`config.mk`:
```
export PLATFORM = sky130hd
export DESIGN_NAME = flba_ram
export DESIGN_NICKNAME = d
export VERILOG_FILES = /design/src/sv/flba_ram.sv
export SDC_FILE = /design/constraint.sdc
export NUM_CORES = 1
export LEC_CHECK = 0
export ABC_AREA = 0
export BUFFER_PORTS_ARGS = -buffer_cell sky130_fd_sc_hd__buf_2
export CAP_MARGIN = 20
export CELL_PAD_IN_SITES_DETAIL_PLACEMENT = 0
export CELL_PAD_IN_SITES_GLOBAL_PLACEMENT = 1
export CORE_MARGIN = 3
export CORE_UTILIZATION = 52
export DETAILED_ROUTE_END_ITERATION = 16
export PLACE_DENSITY = 0.82
export SLEW_MARGIN = 40
export SYNTH_ARGS = -nofsm -noshare
export SYNTH_HDL_FRONTEND = slang
export SYNTH_SLANG_ARGS = --single-unit
```
`constraint.sdc`:
```
create_clock -name clk -period 2.9 [get_ports clk]
set_input_delay 0 -clock clk [delete_from_list [all_inputs] [get_ports clk]]
set_output_delay 0 -clock clk [all_outputs]
set_load 0.005 [all_outputs]
```
`src/sv/flba_ram.sv`:
```
// flba_ram: generic single-clock ram, one write and one read port
// read data is registered; no package dependency
module flba_ram #(
  parameter int unsigned WIDTH = 8,
  parameter int unsigned DEPTH = 16
) (
  input  logic                     clk,
  input  logic                     we,
  input  logic [$clog2(DEPTH)-1:0] waddr,
  input  logic [WIDTH-1:0]         wdata,
  input  logic [$clog2(DEPTH)-1:0] raddr,
  output logic [WIDTH-1:0]         rdata
);

  logic [WIDTH-1:0] mem [DEPTH];

  // write port and registered read port
  always_ff @(posedge clk) begin
    if (we) begin
      mem[waddr] <= wdata;
    end
    rdata <= mem[raddr];
  end

endmodule

```
; ---- After elaboration in Yosys (flattened, before gate mapping)
; Memory sizes are Yosys's and may differ from the RTL's. A register that Yosys moved wholly into a read port is not among the register bits.
; Cells that the tools add are included.
; Widths: inputs -> output; s select.
[op_classes]
muxes = 2
[ops]
columns = cell, count
row1 = $mux 1, 2
[totals]
register_bits = 0
mem_bits_rw = 128
out_inout_bits = 8
n_memories = 1
[mem_list]
columns = memory, words, word_bits, read_ports, rd_ports_with_merged_regs, write_ports, line_no
row1 = mem, 16, 8, 1, 1, 1, 15  ; logic [WIDTH-1:0] mem [DEPTH];

; ---- Longest topological paths before layout
; Gate-level depths: netlist (run 1).
[logic_depth]
depth_word = 2
depth_mapped = 5
depth_no_buf = 3

; ---- Worst setup path before layout (run 1)
; Ideal clock, no wire load.
[synth_timing]
path_kind = input port to flip-flop
startpoint = input port waddr[2]
endpoint = memory mem[0][0] (enable)
setup_time_ns = 0.383
arrival_ns = 1.110
path_slack_ns = 1.407
stages = 2
path_buffers = 0
cell_sequence = or3b_2 -> nor3_1
[synth_rtl]
columns = element, line_no
row1 = start: declaration, 9  ; input logic [$clog2(DEPTH)-1:0] waddr,
row2 = end: declaration, 15
; Straight into the memory's write port.

==> results of run 1 <==
-- final cells by class --
class	instances	area, um^2	area share (%)
clock buffer	19	432	7.05
clock inverter	13	179	2.92
multi-input combinational	83	1070	17.5
sequential	136	4000	65.4
tap	129	161	2.64
timing repair buffer	42	273	4.46
-- routing by layer --
layer  global-route usage (%)  vias to the layer above
li1                         -                     1076
met1                     26.8                     1234
met2                     28.7                       97
met3                     5.02                        9
met4                     7.22                        0
met5                        0                        -
-- layout by cell type, fill, tap and decap left out --
master	instances
and2_1	1
clkinv_2	5
nor2_2	6
nor2b_1	1
nand2_1	9
nor3_1	4
mux4_2	18
nand3b_1	2
clkinv_4	3
buf_4	9
and2b_1	1
clkinvlp_4	1
bufinv_16	4
a22oi_1	16
buf_2	25
mux4_1	14
dlygate4sd3_1	8
clkbuf_1	1
clkbuf_16	16
nand2b_1	2
nor2_1	7
nand3_1	1
edfxtp_1	128
clkbuf_8	2
or3b_2	1
dfxtp_1	8
-- cells by family (layout without fill, tap and decap cells) --
logic type	Yosys count	in the layout	share of synthesized area [%]
multiplexers	32	32	15.0
flip-flops	136	136	77.8
AO/OA/AOI/OAI	16	16	2.33
AND/OR/NAND/NOR	35	35	3.18
buffers and inverters	10	74	1.68
-- through the flow --
step / instances / hold slack, ns / power (W) / util [%]
finish: 422 / 0.0460 / 0.00460 / 65.0
global route: 422 / 0.0619 / 0.00473 / 65.0
CTS: 422 / 0.0290 / 0.00464 / 64.9
detailed placement: 382 / 0.379 / 0.00245 / 57.6
global placement: 382 / 0.378 / 0.00244 / 57.5
floorplan: 229 / 0.0989 / 0.00236 / -
-- worst paths after layout --
path	from	to	slack, ns
worst min register to register	mem[14][7]	rdata[7]	0.67
worst min-delay path	waddr[0]	mem[4][3]	0.05
worst max-delay path	mem[5][2]	rdata[2]	1.55
worst max register to register	mem[5][2]	rdata[2]	1.55
-- flip-flops by register name, summed over array words and instances, names as in the netlist --
name   count
mem      128
rdata      8
-- power breakdown --
group          switching, W  internal (W)  leakage, nW
Clock              0.000777       0.00141        0.301
Combinational      0.000113     0.0000888        0.550
Sequential        0.0000114       0.00220         1.22
-- tightest hold or removal path: stages --
cell    delay [ns]
buf_2         0.14
nor3_1        0.06
buf_4         0.17
==> results.md, run 1 <==
* Number of gates on the worst path with buffers counted at 3
* 1st-pass router iterations at 5
* WL final at 9660 um
* Worst EP arrival at 1.75 ns
* Synthesis-stage register bit count at 136
* Avg Inst Size Synth at 22.5 um^2
* Commonest cells in the netlist: edfxtp_1 (128), mux4_2 (18), a22oi_1 (16), mux4_1 (14), nor2_1 (13)
* Yosys cell types at 19
* Met3 Routed Length at 721 um
* Setup violators final at 0
* Max Root-Sink Buffers at 2
* Crit path time final at 1.35 ns
* Critical path, cell by cell: mux4_1, a22oi_1, nand2_1
* Place WS at 1.13 ns
* Buf/Inv on CP at 0
* Worst min-delay path category: input pin to flip-flop
* Max_cap viols at 0
* Final Hold Vio Count at 0
* Slowest CP cell: mux4_1
* Wire length on met1 at 4050 um
* Gr usage total at 19.0%
* Yosys Warn Count at 0
* Tightest Pin Transition at 0.777 ns
* Crit end category: flip-flop
* Worst-path clk slew at 0.06 ns
* Maximum resistive drop on vdd at 387 uV
* Setup_tns at 0 ns
* CTS buffer count at 17
* Sequential area share after synthesis at 77.8%
* Reg2reg path depth at 3
* Mapped Area at 5150 um^2
* PwrDens at 752 nW/um^2
* Post-synth top area cell: edfxtp_1
* Share of layout cells above drive strength 1 at 30.7%
* Via density at 5.73
* DR WL/cell at 22.9 um
* Clock latency on the worst-skew pair at 0.51 ns
* Main area contributors after synthesis: edfxtp_1 (75%), mux4_2 (7.9%), mux4_1 (7.1%)
* Fillcell total at 611
* Post-CTS setup buffers at 0
* Hold Path Cell Cnt at 3
* Final period util at 46.5%
* Synth Net Count at 247
* Crit Path Category: flip-flop to flip-flop
* GP Congestion at 0.749
* Crit-path max FO at 1
* I/O pin count at 26
* Post-synth ARST share at 0%
* CP startpoint kind: flip-flop
* Synth Instances at 229
* Status: completed
* Die Span X at 105 um
* Die footprint at 11100 um^2
* Cell area after placement at 5420 um^2
* Chip Height at 105 um
* Top cell type's share of synthesized area at 74.7%
* Vias in the first global route at 2604
* Worst Skew at 0.00600 ns
* Initial Utilization at 54.7%
* # resized after CTS at 0
* Antenna violations before repair at 0
* Initial drt markers at 217
* RSZ-0062 raised after global routing: false
* Final Max Tran Viols at 0
* Worst rel slew slack at 48.2%
* Via Count at 2416
* Hold_buf cts at 8
* Worst Path Required at 3.30 ns
* I/O Buffers at 25
* # rows at 35
* Detail Route met2 WL at 4780 um
* Grt total ovfl at 0
* # DRC at 0
* Leak at 2.07 nW
* Largest net degree at the start of global routing at 33
* Finished Cell Area at 6120 um^2
* Area delta synth->final at 18.9%
* Clock sink count at 136
* Setup ws final at 1.55 ns
* Final HPWL DP at 6050 um
* Slowest cell delay on critical path at 0.57 ns
* H-Tree Depth at 4
* Main synth FF type: edfxtp_1
* Top sig layer: met4
* Max frequency at 741 MHz
* TritonCTS clock tree: done
* Number of synthesized flops with an enable pin at 128
* Routed Antenna Nets at 0
* Most frequent cell after synthesis: edfxtp_1
* Root Buffer: clkbuf_8
* First-pass GRT wire length at 15200 um
* Core box area at 9420 um^2
* Delay-heaviest family, CP: multiplexers
* Fin nets at 298
* N_diodes at 0
Note: power is estimated with default switching activity, not from simulation.
==> inputs of run 2 (changes only) <==
--- a/config.mk
+++ b/config.mk
@@ -5,15 +5,15 @@
 export SDC_FILE = /design/constraint.sdc
 export NUM_CORES = 1
 export LEC_CHECK = 0
-export ABC_AREA = 0
+export ABC_AREA = 1
 export BUFFER_PORTS_ARGS = -buffer_cell sky130_fd_sc_hd__buf_2
 export CAP_MARGIN = 20
 export CELL_PAD_IN_SITES_DETAIL_PLACEMENT = 0
 export CELL_PAD_IN_SITES_GLOBAL_PLACEMENT = 1
 export CORE_MARGIN = 3
-export CORE_UTILIZATION = 52
+export CORE_UTILIZATION = 49
 export DETAILED_ROUTE_END_ITERATION = 16
-export PLACE_DENSITY = 0.82
+export PLACE_DENSITY = 0.84
 export SLEW_MARGIN = 40
 export SYNTH_ARGS = -nofsm -noshare
 export SYNTH_HDL_FRONTEND = slang
==> constraint.sdc (replaced) <==
create_clock -name clk -period 1.4 [get_ports clk]
set_input_delay 0 -clock clk [delete_from_list [all_inputs] [get_ports clk]]
set_output_delay 0 -clock clk [all_outputs]
set_load 0.005 [all_outputs]
==> run 2 against run 1 <==
Largest power group unchanged. Highest routed layer unchanged. Die area increased by 18%. Setup slack worse by 1.2 ns. Largest cell class unchanged. Via count grew 60%.
==> results.md, run 2 <==
* Commonest cells in the netlist: nand2_1 (173), edfxtp_1 (128), inv_1 (100), nand3_1 (97), nor2_1 (17)
* Fin nets at 623
* Clock sink count at 136
* Wire length on met1 at 5510 um
* Detail Route met2 WL at 6240 um
* Post-CTS setup buffers at 0
* Most frequent cell after synthesis: nand2_1
* TritonCTS clock tree: done
* Post-synth top area cell: edfxtp_1
* Crit path time final at 1.00 ns
* Number of synthesized flops with an enable pin at 128
* Met3 Routed Length at 891 um
* I/O pin count at 26
* Avg Inst Size Synth at 10.5 um^2
* CTS buffer count at 17
* Die footprint at 13100 um^2
* Number of flip-flops in the largest register at 128
* Status: completed
* Antenna violations before repair at 0
* Buf/Inv on CP at 1
* Worst Path Required at 1.70 ns
* Final Hold Vio Count at 0
* Synth Net Count at 569
* Final Max Tran Viols at 0
* Worst Skew at 0.00738 ns
* Clock latency on the worst-skew pair at 0.42 ns
* Main area contributors after synthesis: edfxtp_1 (67%), nand2_1 (11%), nand3_1 (8.4%)
* Sequential area share after synthesis at 69.4%
* Tightest Pin Transition at 0.417 ns
* Share of layout cells above drive strength 1 at 13.9%
* Initial drt markers at 234
* CP startpoint kind: flip-flop
* Final HPWL DP at 8100 um
* Final period util at 71.6%
* Gr usage total at 20.9%
* H-Tree Depth at 4
* RSZ-0062 raised after global routing: false
* Max frequency at 997 MHz
* Commonest non-fill, non-tap cell in the layout: nand2_1
* Crit end category: flip-flop
* Most frequent cells in the layout: nand2_1 (173), edfxtp_1 (128), inv_1 (100), nand3_1 (97), buf_4 (28)
* N_diodes at 0
* Max Root-Sink Buffers at 2
* WL final at 12800 um
* # DRC at 0
* Post-synth ARST share at 0%
* Yosys Warn Count at 0
* Setup_tns at 0 ns
* Final Power at 0.00951 W
* Worst EP arrival at 1.30 ns
* Worst-path clk slew at 0.05 ns
* Root Buffer: clkbuf_16
* Hold_buf cts at 5
* Biggest regs: mem (128), rdata (8)
* Largest net degree at the start of global routing at 49
* Critical path, cell by cell: inv_1, nand2_1, nand3_1, nand3_1, nand3_1, nand2_1
* Area delta synth->final at 17.3%
* Slowest CP cell: edfxtp_1
* Yosys cell types at 12
* Worst rel slew slack at 72.2%
* Core box area at 11200 um^2
* Vias in the first global route at 3720
* Most common cell on crit path: nand3_1
* Synthesis-stage register bit count at 136
* 1st-pass router iterations at 5
* Leak at 2.97 nW
* Final core utilization at 60.6%
* Crit Path Category: flip-flop to flip-flop
* # resized after CTS at 0
* Top sig layer: met4
* Routed Antenna Nets at 0
* Largest reg by FF count: mem
* Max_cap viols at 0
* # rows at 38
* Chip Height at 114 um
* Slowest cell delay on critical path at 0.35 ns
* Mapped Area at 5770 um^2
* Die Span X at 114 um
* Via Count at 3872
* I/O Buffers at 25
* First-pass GRT wire length at 19600 um
* Crit-path max FO at 1
* Top cell type's share of synthesized area at 66.7%
* Worst min-delay path category: input pin to flip-flop
* Maximum resistive drop on vdd at 827 uV
* PwrDens at 1410 nW/um^2
* Synth Instances at 551
* Main synth FF type: edfxtp_1
* Grt total ovfl at 0
* Setup violators final at 0
* GP Congestion at 0.840
* Delay-heaviest family, CP: simple AND/OR/NAND/NOR gates
* Initial Utilization at 51.6%
* DR WL/cell at 16.9 um
* Via density at 5.11
run 2: changes by cell type after synthesis, sizes merged, moves of 16 or more:
cell   change
nand2    +164
mux4      -32
a22oi     -16
nand3     +96
buf       +17
inv      +102
run 2: through the flow:
step | area (um^2) | hold slack, ns | worst slack (ns) | std cells
floorplan | 5770 | 0.0989 | 0.449 | 551
global placement | 6130 | 0.383 | 0.234 | 721
detailed placement | 6130 | 0.384 | 0.208 | 721
CTS | 6770 | 0.00531 | 0.397 | 758
global route | 6770 | 0.0193 | 0.305 | 758
finish | 6770 | 0.0229 | 0.397 | 758
run 2: final timing paths:
check,startpoint,slack (ns),to,depth (start not counted)
min reg2reg,mem[10][6],0.65,rdata[6],6
max,mem[1][7],0.40,rdata[7],6
max reg2reg,mem[1][7],0.40,rdata[7],6
min,wdata[2],0.02,mem[10][2],1
run 2: cell type report:
cell class,instances,area [um^2]
Clock buffer,17,425
Inverter,102,383
Clock inverter,15,160
Sequential cell,136,4000
Timing Repair Buffer,59,405
Fill cell,917,4410
Tap cell,140,175
Multi-Input combinational cell,289,1210
run 2: kinds of logic after synthesis:
family	share of synthesized area, %
and+or+nand+nor	21.0
buffers and inverters	9.52
DFF	69.4
run 2: metal layers:
layer  vias to the layer above  global-route usage, %
met5                         -                      0
met2                       126                   33.4
li1                       1882                      -
met3                        14                   7.29
met4                         0                   7.44
met1                      1850                   26.6
run 2: power by group:
part           internal [W]  switching, W
Clock               0.00276       0.00159
Sequential          0.00455     0.0000302
Combinational      0.000183      0.000390
Total               0.00750       0.00201
